File: src/hdl/pws_pkg.sv
// Shared types and constants for the priority wait semaphore.
// Used by pws_queue, pws_ctrl and priority_wait_semaphore; depends on nothing.
package pws_pkg;

	localparam int QUEUE_DEPTH = 16;
	localparam int ID_W        = 6;
	localparam int PRIO_W      = 5;
	localparam int COUNT_W     = 8;
	localparam int IDX_W       = $clog2(QUEUE_DEPTH);
	localparam int TOTAL_W     = IDX_W + 1;

	localparam logic [COUNT_W-1:0] COUNT_MAX = {COUNT_W{1'b1}};
	localparam logic [TOTAL_W-1:0] TOTAL_FULL = TOTAL_W'(QUEUE_DEPTH);

	typedef enum logic [1:0] {
		FUNC_PEND     = 2'd0,
		FUNC_TRY_PEND = 2'd1,
		FUNC_POST     = 2'd2,
		FUNC_POST_ALT = 2'd3
	} func_t;

	typedef enum logic [2:0] {
		ST_GRANTED    = 3'd0,
		ST_QUEUED     = 3'd1,
		ST_TRY_FAILED = 3'd2,
		ST_RAISED     = 3'd3,
		ST_WOKEN      = 3'd4,
		ST_FULL       = 3'd5,
		ST_SATURATED  = 3'd6
	} status_t;

	typedef enum logic [1:0] {
		S_IDLE,
		S_INSERT,
		S_COMPACT,
		S_DONE
	} state_t;

	typedef struct packed {
		logic [ID_W-1:0]   id;
		logic [PRIO_W-1:0] prio;
	} waiter_t;

	typedef struct packed {
		logic             en;
		logic [IDX_W-1:0] idx;
		waiter_t          data;
	} q_wr_t;

	typedef struct packed {
		status_t            status;
		waiter_t            woken;
		logic [COUNT_W-1:0] count_now;
		logic [TOTAL_W-1:0] waiters_now;
	} result_t;

endpackage

File: src/hdl/priority_wait_semaphore.sv
// Top level of the priority wait semaphore: stream ports, output register,
// sequencer and wait queue. Depends on pws_pkg, pws_queue and pws_ctrl.
//
// Each item is a pend, try-pend or post and yields one result item. Grants,
// failed tries, full-queue rejects and count changes pass from acceptance
// through the done state and the output register. A pend that queues walks
// the queue from the tail, moving one entry per cycle through the single
// priority comparator, past every waiter with a larger priority value. A
// post that wakes a waiter while others remain compacts the queue one entry
// per cycle. The input is not ready while an item is in progress. Writing
// the count register reloads the count and empties the queue.
module priority_wait_semaphore (
	input  logic        clk,
	input  logic        arst_n,
	input  logic        s_axis_tvalid,
	output logic        s_axis_tready,
	input  logic [15:0] s_axis_tdata,  // thread_id[5:0], thread_prio[10:6], zero fill
	input  logic [1:0]  s_axis_tuser,  // func[1:0]
	output logic        m_axis_tvalid,
	input  logic        m_axis_tready,
	output logic [23:0] m_axis_tdata,  // woken_id[5:0], woken_prio[10:6],
	                                   // count_now[18:11], waiters_now[23:19]
	output logic [2:0]  m_axis_tuser,  // status[2:0]
	input  logic        cfg_valid,
	output logic        cfg_ready,
	input  logic [7:0]  cfg_data       // initial_count
);

	logic [pws_pkg::IDX_W-1:0] rd_idx;
	pws_pkg::waiter_t          rd_data;
	pws_pkg::q_wr_t            wr;
	pws_pkg::waiter_t          in_waiter;
	logic                      res_valid;
	logic                      res_ready;
	pws_pkg::result_t          res;
	pws_pkg::result_t          out_q;
	logic                      out_valid_q;

	assign in_waiter.id   = s_axis_tdata[5:0];
	assign in_waiter.prio = s_axis_tdata[10:6];
	assign cfg_ready      = 1'b1;
	assign res_ready      = !out_valid_q || m_axis_tready;

	pws_queue u_queue (
		.clk     (clk),
		.rd_idx  (rd_idx),
		.rd_data (rd_data),
		.wr      (wr)
	);

	pws_ctrl u_ctrl (
		.clk       (clk),
		.arst_n    (arst_n),
		.in_valid  (s_axis_tvalid),
		.in_ready  (s_axis_tready),
		.in_func   (pws_pkg::func_t'(s_axis_tuser)),
		.in_waiter (in_waiter),
		.cfg_wr    (cfg_valid && cfg_ready),
		.cfg_count (cfg_data),
		.rd_idx    (rd_idx),
		.rd_data   (rd_data),
		.wr        (wr),
		.res_valid (res_valid),
		.res_ready (res_ready),
		.res       (res)
	);

	always_ff @(posedge clk or negedge arst_n) begin
		if (!arst_n) begin
			out_valid_q <= 1'b0;
		end else if (res_valid && res_ready) begin
			out_valid_q <= 1'b1;
		end else if (m_axis_tready) begin
			out_valid_q <= 1'b0;
		end
	end

	always_ff @(posedge clk) begin
		if (res_valid && res_ready) begin
			out_q <= res;
		end
	end

	assign m_axis_tvalid = out_valid_q;
	assign m_axis_tuser  = out_q.status;
	assign m_axis_tdata  = {out_q.waiters_now, out_q.count_now,
	                        out_q.woken.prio, out_q.woken.id};

endmodule

File: src/hdl/pws_queue.sv
// Wait queue storage: one entry per queued thread, kept in priority order.
// One combinational read port and one write port; depends on pws_pkg.
module pws_queue (
	input  logic                        clk,
	input  logic [pws_pkg::IDX_W-1:0]   rd_idx,
	output pws_pkg::waiter_t            rd_data,
	input  pws_pkg::q_wr_t              wr
);

	pws_pkg::waiter_t entry_q [pws_pkg::QUEUE_DEPTH];

	always_ff @(posedge clk) begin
		if (wr.en) begin
			entry_q[wr.idx] <= wr.data;
		end
	end

	assign rd_data = entry_q[rd_idx];

endmodule

File: src/hdl/pws_ctrl.sv
// Sequencer for the semaphore: count, waiter total and the entry-by-entry
// walk that inserts or compacts the wait queue. Depends on pws_pkg.
module pws_ctrl (
	input  logic                              clk,
	input  logic                              arst_n,
	input  logic                              in_valid,
	output logic                              in_ready,
	input  pws_pkg::func_t                    in_func,
	input  pws_pkg::waiter_t                  in_waiter,
	input  logic                              cfg_wr,
	input  logic [pws_pkg::COUNT_W-1:0]       cfg_count,
	output logic [pws_pkg::IDX_W-1:0]         rd_idx,
	input  pws_pkg::waiter_t                  rd_data,
	output pws_pkg::q_wr_t                    wr,
	output logic                              res_valid,
	input  logic                              res_ready,
	output pws_pkg::result_t                  res
);

	pws_pkg::state_t                   state_q, state_d;
	logic [pws_pkg::COUNT_W-1:0]       count_q;
	logic [pws_pkg::TOTAL_W-1:0]       total_q;
	logic [pws_pkg::IDX_W-1:0]         j_q;
	pws_pkg::waiter_t                  new_q;
	pws_pkg::waiter_t                  woken_q;
	pws_pkg::status_t                  status_q;
	logic                              accept;
	logic                              is_pend, is_try;
	logic                              count_zero;
	logic                              move_up;
	logic                              compact_last;

	assign accept       = in_valid && in_ready;
	assign is_pend      = (in_func == pws_pkg::FUNC_PEND);
	assign is_try       = (in_func == pws_pkg::FUNC_TRY_PEND);
	assign count_zero   = (count_q == '0);
	assign move_up      = (j_q != '0) && (new_q.prio < rd_data.prio);
	assign compact_last = (j_q == total_q[pws_pkg::IDX_W-1:0]);

	always_comb begin
		state_d = state_q;
		case (state_q)
			pws_pkg::S_IDLE: begin
				if (accept) begin
					if (is_pend && count_zero && (total_q != pws_pkg::TOTAL_FULL)) begin
						state_d = pws_pkg::S_INSERT;
					end else if (!is_pend && !is_try && (total_q > pws_pkg::TOTAL_W'(1))) begin
						state_d = pws_pkg::S_COMPACT;
					end else begin
						state_d = pws_pkg::S_DONE;
					end
				end
			end
			pws_pkg::S_INSERT: begin
				if (!move_up) begin
					state_d = pws_pkg::S_DONE;
				end
			end
			pws_pkg::S_COMPACT: begin
				if (compact_last) begin
					state_d = pws_pkg::S_DONE;
				end
			end
			pws_pkg::S_DONE: begin
				if (res_ready) begin
					state_d = pws_pkg::S_IDLE;
				end
			end
			default: state_d = pws_pkg::S_IDLE;
		endcase
	end

	always_comb begin
		in_ready  = 1'b0;
		res_valid = 1'b0;
		rd_idx    = '0;
		wr        = '0;
		case (state_q)
			pws_pkg::S_IDLE: begin
				in_ready = 1'b1;
			end
			pws_pkg::S_INSERT: begin
				rd_idx  = j_q - pws_pkg::IDX_W'(1);
				wr.en   = 1'b1;
				wr.idx  = j_q;
				wr.data = move_up ? rd_data : new_q;
			end
			pws_pkg::S_COMPACT: begin
				rd_idx  = j_q;
				wr.en   = 1'b1;
				wr.idx  = j_q - pws_pkg::IDX_W'(1);
				wr.data = rd_data;
			end
			pws_pkg::S_DONE: begin
				res_valid = 1'b1;
			end
			default: begin
				in_ready = 1'b0;
			end
		endcase
	end

	assign res.status      = status_q;
	assign res.woken       = woken_q;
	assign res.count_now   = count_q;
	assign res.waiters_now = total_q;

	always_ff @(posedge clk or negedge arst_n) begin
		if (!arst_n) begin
			state_q <= pws_pkg::S_IDLE;
			count_q <= '0;
			total_q <= '0;
		end else begin
			state_q <= state_d;
			if (cfg_wr) begin
				count_q <= cfg_count;
				total_q <= '0;
			end else if (accept) begin
				if (is_pend || is_try) begin
					if (!count_zero) begin
						count_q <= count_q - pws_pkg::COUNT_W'(1);
					end
				end else if (total_q != '0) begin
					total_q <= total_q - pws_pkg::TOTAL_W'(1);
				end else if (count_q != pws_pkg::COUNT_MAX) begin
					count_q <= count_q + pws_pkg::COUNT_W'(1);
				end
			end else if (state_q == pws_pkg::S_INSERT && !move_up) begin
				total_q <= total_q + pws_pkg::TOTAL_W'(1);
			end
		end
	end

	always_ff @(posedge clk) begin
		if (accept) begin
			new_q   <= in_waiter;
			woken_q <= '0;
			if (is_pend || is_try) begin
				j_q <= total_q[pws_pkg::IDX_W-1:0];
				if (!count_zero) begin
					status_q <= pws_pkg::ST_GRANTED;
				end else if (is_try) begin
					status_q <= pws_pkg::ST_TRY_FAILED;
				end else if (total_q == pws_pkg::TOTAL_FULL) begin
					status_q <= pws_pkg::ST_FULL;
				end else begin
					status_q <= pws_pkg::ST_QUEUED;
				end
			end else begin
				j_q <= pws_pkg::IDX_W'(1);
				if (total_q != '0) begin
					woken_q  <= rd_data;
					status_q <= pws_pkg::ST_WOKEN;
				end else if (count_q == pws_pkg::COUNT_MAX) begin
					status_q <= pws_pkg::ST_SATURATED;
				end else begin
					status_q <= pws_pkg::ST_RAISED;
				end
			end
		end else if (state_q == pws_pkg::S_INSERT && move_up) begin
			j_q <= j_q - pws_pkg::IDX_W'(1);
		end else if (state_q == pws_pkg::S_COMPACT) begin
			j_q <= j_q + pws_pkg::IDX_W'(1);
		end
	end

endmodule
File: config.mk
export PLATFORM = sky130hd
export DESIGN_NAME = priority_wait_semaphore
export DESIGN_NICKNAME = d
export VERILOG_FILES = /design/src/hdl/pws_pkg.sv /design/src/hdl/priority_wait_semaphore.sv /design/src/hdl/pws_queue.sv /design/src/hdl/pws_ctrl.sv
export SDC_FILE = /design/constraint.sdc
export NUM_CORES = 1
export LEC_CHECK = 0
export BUFFER_PORTS_ARGS = -buffer_cell sky130_fd_sc_hd__buf_2
export CAP_MARGIN = 20
export CORE_AREA = 5 5 146 148
export CTS_CLUSTER_DIAMETER = 200
export DETAILED_ROUTE_END_ITERATION = 10
export DIE_AREA = 0 0 151 153
export PLACE_DENSITY = 0.71
export SYNTH_ARGS = -nofsm -noshare
export SYNTH_HDL_FRONTEND = slang
export SYNTH_HIERARCHICAL = 1
export SYNTH_SLANG_ARGS = --single-unit
File: constraint.sdc
create_clock -name clk -period 5.8 [get_ports clk]
set_clock_uncertainty 0.2 [all_clocks]
set_input_delay 0.58 -clock clk [delete_from_list [all_inputs] [get_ports clk]]
set_output_delay 0.58 -clock clk [all_outputs]
set_load 0.02 [all_outputs]
==> impl_metrics.yaml, run 1 <==
cts:
  ctsHtreeMaxLevel: 1
  numClockSinks: 248
  clockBufferDepth: 3
  cts_made_buffers: 25
  tritoncts: "built"
  cts.clk_slew.worst_paths_ps: 60
  post_cts_resized: 0
  insertion_delay_ps: 530
  cts_root_buffer: "clkbuf_16"
die:
  start_util_pct: 53.7
  rows: 52
  die_w_um: 151
  coreArea_um2: 19900
  io_pins: 61
  fp.dieH_um: 153
  die_area_um2: 23100
logic_synthesis:
  synth_nets: 696
  syn-cell-area_um2: 10700
  synth.avg_cell_area_um2: 16.6
  synthCells: 643
  synthArstFlopShare_pct: 6.45
  synth_ff_type: "edfxtp_1"
  yosys_warnings: 6
  ys_types: 65
  yosysSeqAreaShare_pct: 68.9
  synth_edf_count: 232
  synth-seq-cells: 248
  yosysTopAreaCell: "edfxtp_1"
  synth_top_area_share_pct: 65.1
  synth_area_leaders: "edfxtp_1, mux4_2, mux4_1"
route:
  num_vias: 6115
  drc_errors: 0
  avgRoutedWirePerCell_um: 21.8
  wirelength_um: 22300
  viasPerCell: 5.97
  drt-initial-drc-count: 429
  dr.pass1.iters: 5
  antenna_left: 0
critical_path:
  crit_type: "flop to flop"
  cp.arrival_ps: 5370
  cp.required_ps: 5960
  critPathCaptureType: "flop"
  worstPathMaxFanout: 16
  start_kind: "flop"
global_routing:
  grt.busiest_layer: "met2"
  met3_usage_pct: 3.26
  overflow: 0
  grt_pass1_wl_um: 34600
  grt_pass1_vias: 6191
  grt_max_degree: 36
  grt.met1_usage_pct: 27.1
  met2_usage_pct: 31.5
  grt_use_total_pct: 19.4
  antenna_found_initial: 0
placement:
  globalplace.congestion: 0.914
  numPortBuffers: 54
  dp_hpwl_um: 14500
timing:
  setup-violations-final: 0
  tightest_slew_ps: 747
  fmax_ghz: 0.192
  period_share_pct: 89.9
  rsz0062_at_grt: "no"
  slew_violations: 0
  fin_crit_ps: 5210
  setup_tns_ps: 0
  finalHoldViolations: 0
  relSlewSlack_pct: 50.0
power:
  p_leak_nw: 4.36
  p_seq_share_pct: 38.5
  comb_power_share_pct: 39.3
  p_switching_mw: 2.53
  internal-power_mw: 4.75
  cellPowerDensity_nw_per_um2: 592
  irDropWorstVdd_uv: 260
  switching_share_pct: 34.8
  clkPwrFrac_pct: 22.2
cells_and_area:
  fill_cells: 1436
  antenna_cells: 0
  final_nets: 790
  utilization_pct: 61.8
  syn2layout_area_growth_pct: 15.0
  drive_gt1_share_pct: 22.8
run:
  maxCapViolations: 0
run_status:
  run_status: "complete, no violations"
hold_path:
  hold_path.class: "primary input to flop"
## repair_timing
action	in CTS	in global routing
hold endpoints to repair	17	1
buffers inserted	0	0
hold buffers	2	1
## through the flow
| stage | power (mW) | setup slack, ps | hold slack (ps) | cells | cell area [µm²] |
|---|---|---|---|---|---|
| 6_report | 7.28 | 585 | 22.2 | 1024 | 12300 |
| 2_1_floorplan | 4.76 | 1160 | 84.4 | 643 | 10700 |
| 5_1_grt | 7.65 | 266 | 3.53 | 1024 | 12300 |
| 3_3_place_gp | 5.54 | 819 | 205 | 971 | 11400 |
| 3_5_place_dp | 5.67 | 648 | 205 | 977 | 11400 |
| 4_1_cts | 7.31 | 638 | 0.337 | 1023 | 12300 |
## layer usage
layer | routed length, µm | vias up
met3 | 1580 | 42
met5 | 0 | -
met2 | 10800 | 245
met1 | 9370 | 3096
li1 | - | 2732
met4 | 558 | 0
## flip-flops by register name, indices dropped and copies added (netlist names)
signal           cells
u_queue/entry_q    176
m_axis_tdata        24
u_ctrl/new_q        11
u_ctrl/res          11
u_ctrl/count_q       8
u_ctrl/total_q       5
u_ctrl/j_q           4
m_axis_tuser         3
u_ctrl/status_q      3
u_ctrl/state_q       2
m_axis_tvalid        1
## final cells by class
type	instances	area [µm²]	share of cell area [%]
clock buffer	26	629	5.12
clock inverter	18	199	1.62
inverter	24	90.1	0.732
multi-input combinational	342	3060	24.9
sequential	248	7370	59.9
tap	270	338	2.75
timing repair buffer	96	612	4.97
## cell usage after synthesis, drive strengths merged (5+ instances only)
cell	instances
buf	13
inv	21
clkbuf	14
nor2b	13
ha	21
nand2b	8
mux2i	5
o21ai	19
nor3	16
a21o	6
mux2	5
nand2	39
a22oi	35
nor2	29
edfxtp	232
dfrtp	16
and2	15
mux4	44
nand3	12
a21oi	8
xnor2	7
## power groups by stage
stage	sequential (mW)	clock [mW]	combinational [mW]
after global placement	2.82	0	2.72
after detailed placement	2.84	0	2.83
after global routing	2.83	1.73	3.09
after CTS	2.81	1.65	2.85
final	2.81	1.61	2.86
after floorplan	2.86	0	1.90
## critical path: stages (launching register included)
cell       delay (ps)
dfrtp_1           410
inv_1             120
ha_1              280
clkinv_1          320
o21ai_4           710
buf_4             330
mux4_2            510
a22oi_1           360
nand2_1           150
inv_1             100
ha_1              130
o2111ai_1         100
nor2_1            290
o21a_1            460
a22oi_1           150
nor2b_1           170
buf_4             240
## cells by family after synthesis
group           after synthesis  synth area share, %
fa+ha+maj                    22                 2.64
mux                          54                 10.8
other cells                   1               0.0351
simple gates                155                 7.56
flops                       248                 68.9
xor+xnor                     10                0.819
compound gates              100                 6.67
buf+inv                      53                 2.56
## layout by cell type (no fill, tap or decap), types with 5 or more instances in the layout
cell type  Yosys  layout
o21ai_1        5       5
buf_2          5      54
clkbuf_16      0      25
buf_6          4       5
a21oi_1        8       8
dfrtp_1       16      16
mux4_1        16      16
ha_1          21      21
inv_1         21      21
mux2_2         5       5
o21ai_0       13      12
clkinv_1       3      10
a21o_1         6       6
and2_1        14      14
nand2_1       39      39
nor2b_1       13      13
nor3_1        16      16
clkinv_2       0       5
mux4_2        28      28
mux2i_1        5       5
nor2_1        29      29
buf_4          1      34
a22oi_1       35      35
xnor2_1        7       7
nand3_1       12      12
nand2b_1       7       7
edfxtp_1     232     232
## worst paths after layout
check | slack [ps] | cells past startpoint | from | endpoint
max | 590 | 16 | u_ctrl/state_q[1]$_DFFE_PN0P_ | u_queue/entry_q[7][6]$_DFFE_PP_
min | 20 | 1 | s_axis_tdata[9] | u_ctrl/new_q[3]$_DFFE_PP_
max reg2reg | 590 | 16 | u_ctrl/state_q[1]$_DFFE_PN0P_ | u_queue/entry_q[7][6]$_DFFE_PP_
min reg2reg | 220 | 0 | u_ctrl/res[15]$_SDFFCE_PP0P_ | m_axis_tdata[8]$_DFFE_PP_
max in group asynchronous | 4790 | 2 | arst_n | u_ctrl/count_q[4]$_DFFE_PN0P_
min in group asynchronous | 320 | 2 | arst_n | m_axis_tvalid$_DFFE_PN0P_
Note: power is estimated with default switching activity, not from simulation.
==> inputs of run 2 (changes only) <==
--- a/config.mk
+++ b/config.mk
@@ -8,6 +8,7 @@
 export BUFFER_PORTS_ARGS = -buffer_cell sky130_fd_sc_hd__buf_2
 export CAP_MARGIN = 20
 export CORE_AREA = 5 5 146 148
+export CTS_BUF_LIST = sky130_fd_sc_hd__clkbuf_8 sky130_fd_sc_hd__clkbuf_16
 export CTS_CLUSTER_DIAMETER = 200
 export DETAILED_ROUTE_END_ITERATION = 10
 export DIE_AREA = 0 0 151 153
==> run 2 against run 1 <==
Fmax barely moved. Flip-flop and latch count did not move. Total power barely moved. Critical path depth did not move. Count of clock-buffer cells in the layout fell by 1. Register-to-register slack barely moved. Sequential share of layout area did not move. Via count barely moved. Cell count did not move. Global-route usage did not move. Core utilization did not move.
==> impl_metrics.yaml, run 2 (synthesis results as in run 1) <==
run_status:
  run_status: "complete, no violations"
timing:
  setup_tns_ps: 0
  fin_crit_ps: 5220
  setup-violations-final: 0
  fmax_ghz: 0.192
  relSlewSlack_pct: 50.0
  tightest_slew_ps: 748
  period_share_pct: 89.9
  fin_ws_ps: 585
  finalHoldViolations: 0
  hold_slack_ps: 22.2
  rsz0062_at_grt: "no"
  slew_violations: 0
route:
  num_vias: 6113
  drc_errors: 0
  antenna_left: 0
  dr.pass1.iters: 5
  avgRoutedWirePerCell_um: 21.8
  viasPerCell: 5.97
  drt-initial-drc-count: 429
  wirelength_um: 22300
global_routing:
  grt_pass1_vias: 6191
  grt_use_total_pct: 19.4
  grt_pass1_wl_um: 34600
  overflow: 0
  grt_max_degree: 36
  antenna_found_initial: 0
critical_path:
  crit_chain: "inv_1 > ha_1 > clkinv_1 > o21ai_4 > buf_4 > mux4_2 > a22oi_1 > nand2_1 > inv_1 > ha_1 > o2111ai_1 > nor2_1 > o21a_1 > a22oi_1 > nor2b_1 > buf_4"
  critPathCaptureType: "flop"
  reg2reg_depth: 16
  rrSetupSlack_ps: 580
  cp.required_ps: 5960
  r2r_start: "u_ctrl/state_q[1]$_DFFE_PN0P_"
  start_kind: "flop"
  crit_path_max_incr_delay_ps: 710
  crit_type: "flop to flop"
  crit_start: "u_ctrl/state_q[1]$_DFFE_PN0P_"
  worstPathMaxFanout: 16
  cp.arrival_ps: 5380
  cpMaxStageDelayCell: "o21ai_4"
power:
  p_seq_share_pct: 38.5
  p_leak_nw: 4.36
  p_switching_mw: 2.53
  switching_share_pct: 34.8
  internal-power_mw: 4.75
  clkPwrFrac_pct: 22.1
  irDropWorstVdd_uv: 260
  comb_power_share_pct: 39.3
  cellPowerDensity_nw_per_um2: 592
die:
  rows: 52
  coreArea_um2: 19900
  io_pins: 61
  start_util_pct: 53.7
  fp.dieH_um: 153
  die_area_um2: 23100
  die_w_um: 151
placement:
  place_ws_ps: 648
  globalplace.congestion: 0.914
  numPortBuffers: 54
  dp_hpwl_um: 14500
  dp.cells: 977
cells_and_area:
  fill_cells: 1436
  final_cell_mix: "edfxtp_1, buf_2, nand2_1, a22oi_1, buf_4"
  final_nets: 790
  largest_reg_flops: 176
  syn2layout_area_growth_pct: 15.0
  fin_cells: 1024
  regMostFlops: "u_queue/entry_q"
  antenna_cells: 0
  drive_gt1_share_pct: 22.8
  layout_commonest_cell: "edfxtp_1"
cts:
  cts.clk_slew.worst_paths_ps: 60
  cts_made_buffers: 25
  numClockSinks: 248
  cts_root_buffer: "clkbuf_16"
  postCtsSetupBuffers: 0
  insertion_delay_ps: 530
  ctsHtreeMaxLevel: 1
  tritoncts: "built"
  clockBufferDepth: 3
run:
  maxCapViolations: 0
hold_path:
  hold_path.class: "primary input to flop"
  min_from: "s_axis_tdata[9]"
  worstHoldPathCells: 1
[run 2: final cells by class]
cell class              instances  area, µm²  area share, %
flip-flops and latches        248       7370           59.9
multi-input cells             342       3060           24.9
clock buffers                  25        626           5.09
repair buffers                 96        612           4.97
well taps                     270        338           2.75
clock inverters                19        203           1.65
inverters                      24       90.1          0.732
[run 2: critical path, delay by kind of cell (launching register included)]
| family | cells | cell delay, ps |
|---|---|---|
| compound gates | 5 | 1780 |
| buf+inv | 5 | 1110 |
| simple gates | 3 | 610 |
| mux | 1 | 510 |
| fa+ha+maj | 2 | 410 |
| flops | 1 | 410 |
[run 2: final timing paths]
path                                                        end
max in group asynchronous         u_ctrl/count_q[4]$_DFFE_PN0P_
worst max register to register  u_queue/entry_q[7][6]$_DFFE_PP_
worst min register to register        m_axis_tdata[8]$_DFFE_PP_
worst min-delay path                  u_ctrl/new_q[3]$_DFFE_PP_
min in group asynchronous             m_axis_tvalid$_DFFE_PN0P_
worst max-delay path            u_queue/entry_q[7][6]$_DFFE_PP_
[run 2: through the flow]
stage / area (µm²) / util (%) / power, mW
finish: 12300 / 61.8 / 7.28
global route: 12300 / 61.8 / 7.65
CTS: 12300 / 61.7 / 7.30
detailed placement: 11400 / 57.5 / 5.67
global placement: 11400 / 57.1 / 5.54
floorplan: 10700 / - / 4.76
[run 2: routing by layer]
metal / vias up / routed length [µm] / GRT usage [%]
met5: - / 0 / 0
met4: 0 / 558 / 5.70
met3: 42 / 1580 / 3.26
met2: 245 / 10800 / 31.5
met1: 3094 / 9370 / 27.1
li1: 2732 / - / -
[run 2: repair_timing]
action,CTS,global route
hold buffers,2,1
resized for setup,0,0
hold endpoints to repair,17,1
[run 2: power groups by stage]
| stage | logic [mW] | registers (mW) | clock network (mW) |
|---|---|---|---|
| after floorplan | 1.90 | 2.86 | 0 |
| after global placement | 2.72 | 2.82 | 0 |
| after detailed placement | 2.83 | 2.84 | 0 |
| after CTS | 2.85 | 2.81 | 1.65 |
| after global routing | 3.09 | 2.83 | 1.72 |
| final | 2.86 | 2.81 | 1.61 |
==> inputs of run 3 (changes only) <==
--- a/config.mk
+++ b/config.mk
@@ -7,12 +7,12 @@
 export LEC_CHECK = 0
 export BUFFER_PORTS_ARGS = -buffer_cell sky130_fd_sc_hd__buf_2
 export CAP_MARGIN = 20
-export CORE_AREA = 5 5 146 148
+export CORE_AREA = 5 5 173 125
 export CTS_BUF_LIST = sky130_fd_sc_hd__clkbuf_8 sky130_fd_sc_hd__clkbuf_16
 export CTS_CLUSTER_DIAMETER = 200
 export DETAILED_ROUTE_END_ITERATION = 10
-export DIE_AREA = 0 0 151 153
-export PLACE_DENSITY = 0.71
+export DIE_AREA = 0 0 178 130
+export PLACE_DENSITY = 0.82
 export SYNTH_ARGS = -nofsm -noshare
 export SYNTH_HDL_FRONTEND = slang
 export SYNTH_HIERARCHICAL = 1
==> run 3 against run 2 <==
Flip-flop and latch count unchanged. Via count up 1.9%. Sequential power about the same. Clock power down 6%. Combinational power up 2%. First-iteration DRC count up 100%. Cell count down 0.49%. Design area down 0.74%. Die area up 0.16%. Highest routed layer unchanged. Global-route usage up 0.56 points. Register-to-register slack worse by 70 ps. Largest power group unchanged.
==> impl_metrics.yaml, run 3 (synthesis results as in run 1) <==
critical_path:
  critPathCaptureType: "flop"
  crit_start: "u_ctrl/state_q[1]$_DFFE_PN0P_"
  start_kind: "flop"
  cp.arrival_ps: 5490
  crit_type: "flop to flop"
  worstPathMaxFanout: 13
  reg2reg_depth: 14
  cp.required_ps: 6010
  r2r_end: "u_ctrl/state_q[0]$_DFFE_PN0P_"
  rrSetupSlack_ps: 520
  r2r_start: "u_ctrl/state_q[1]$_DFFE_PN0P_"
die:
  rows: 43
  fp.dieH_um: 130
  start_util_pct: 54.5
  io_pins: 61
  coreArea_um2: 19600
  die_w_um: 178
  die_area_um2: 23100
cts:
  numClockSinks: 248
  cts.clk_slew.worst_paths_ps: 70
  cts_root_buffer: "clkbuf_16"
  postCtsHoldBufs: 1
  postCtsSetupBuffers: 0
  clockBufferDepth: 3
  post_cts_resized: 0
  cts_made_buffers: 23
  tritoncts: "built"
  ctsHtreeMaxLevel: 1
  insertion_delay_ps: 520
power:
  p_switching_mw: 2.59
  internal-power_mw: 4.64
  p_seq_share_pct: 38.8
  power.total_mw: 7.23
  switching_share_pct: 35.9
  cellPowerDensity_nw_per_um2: 592
  comb_power_share_pct: 40.2
  p_leak_nw: 4.31
  irDropWorstVdd_uv: 270
  clkPwrFrac_pct: 21.0
hold_path:
  min_to: "u_ctrl/new_q[8]$_DFFE_PP_"
  hold_path.class: "primary input to flop"
  worstHoldPathCells: 1
  min_from: "s_axis_tdata[3]"
route:
  drc_errors: 0
  num_vias: 6230
  wirelength_um: 22800
  drt-initial-drc-count: 865
  dr.pass1.iters: 5
  avgRoutedWirePerCell_um: 22.3
  antenna_left: 0
  viasPerCell: 6.11
run:
  maxCapViolations: 0
timing:
  period_share_pct: 91.1
  setup-violations-final: 0
  fin_crit_ps: 5280
  rsz0062_at_grt: "no"
  slew_violations: 0
  finalHoldViolations: 0
  relSlewSlack_pct: 41.4
  fmax_ghz: 0.189
  setup_tns_ps: 0
  tightest_slew_ps: 872
global_routing:
  overflow: 0
  grt_max_degree: 28
  grt_use_total_pct: 19.9
  grt_pass1_wl_um: 35100
  grt_pass1_vias: 6106
  antenna_found_initial: 0
placement:
  globalplace.congestion: 0.819
  dp_hpwl_um: 14900
  numPortBuffers: 54
  placed_area_um2: 11400
cells_and_area:
  regMostFlops: "u_queue/entry_q"
  design_area_um2: 12200
  final_nets: 785
  antenna_cells: 0
  syn2layout_area_growth_pct: 14.2
  drive_gt1_share_pct: 22.8
  largest_reg_flops: 176
  layout_commonest_cell: "edfxtp_1"
  final_cell_mix: "edfxtp_1, buf_2, nand2_1, a22oi_1, buf_4"
run_status:
  run_status: "complete, no violations"
## run 3: cell types whose count changed in the layout (fill, tap and decap cells not counted), sizes merged
cell	change
buf	-1
inv	+1
clkbuf	-2
bufinv	-1
clkinvlp	+2
clkinv	-2
dlygate4sd3	-2
## run 3: final cells by class
type	instances	area [µm²]
fillers	1342	7430
flip-flops and latches	248	7370
multi-input cells	342	3060
repair buffers	93	592
clock buffers	23	576
well taps	270	338
clock inverters	19	181
inverters	24	90.1
## run 3: routing by layer
metal | GRT usage (%) | share of wire (%) | vias to the layer above
li1 | - | - | 2726
met1 | 28.2 | 40 | 3123
met2 | 32.0 | 47 | 337
met3 | 4.75 | 10 | 44
met4 | 4.55 | 1.9 | 0
met5 | 0 | 0 | -
## run 3: how the worst max path moves through the flow
stage                                      endpoint  slack [ps]  cells past startpoint
finish                u_ctrl/state_q[0]$_DFFE_PN0P_         520                     14
global placement      u_ctrl/state_q[1]$_DFFE_PN0P_         860                     15
floorplan           u_queue/entry_q[0][0]$_DFFE_PP_        1160                     18
detailed placement    u_ctrl/state_q[0]$_DFFE_PN0P_         750                     14
global route                u_ctrl/j_q[3]$_DFFE_PP_         250                     14
CTS                   u_ctrl/state_q[0]$_DFFE_PN0P_         690                     15
## run 3: worst max-delay path, stage by stage (launching register included)
cell and delay, ps:
dfrtp_1 420, inv_1 110, ha_1 290, clkinv_1 300
o21ai_4 400, buf_4 330, mux4_1 610, a22oi_1 410
nand2_1 160, inv_1 120, ha_1 250, a211o_1 310
nor3_1 720, nor3_1 200, mux2_2 310
## run 3: power by group through the flow
stage / sequential (mW) / clock (mW) / combinational, mW
floorplan: 2.86 / 0 / 1.90
global placement: 2.82 / 0 / 2.70
detailed placement: 2.84 / 0 / 2.83
CTS: 2.81 / 1.54 / 2.87
global route: 2.83 / 1.62 / 3.14
finish: 2.81 / 1.52 / 2.91
## run 3: per-stage QoR
step | util [%] | std cells | hold slack [ps] | setup slack (ps)
2_1_floorplan | - | 643 | 84.4 | 1160
3_3_place_gp | 57.7 | 964 | 206 | 855
3_5_place_dp | 58.0 | 969 | 205 | 748
4_1_cts | 61.9 | 1012 | 25.5 | 689
5_1_grt | 62.2 | 1019 | 32.5 | 250
6_report | 62.2 | 1019 | 34.9 | 519
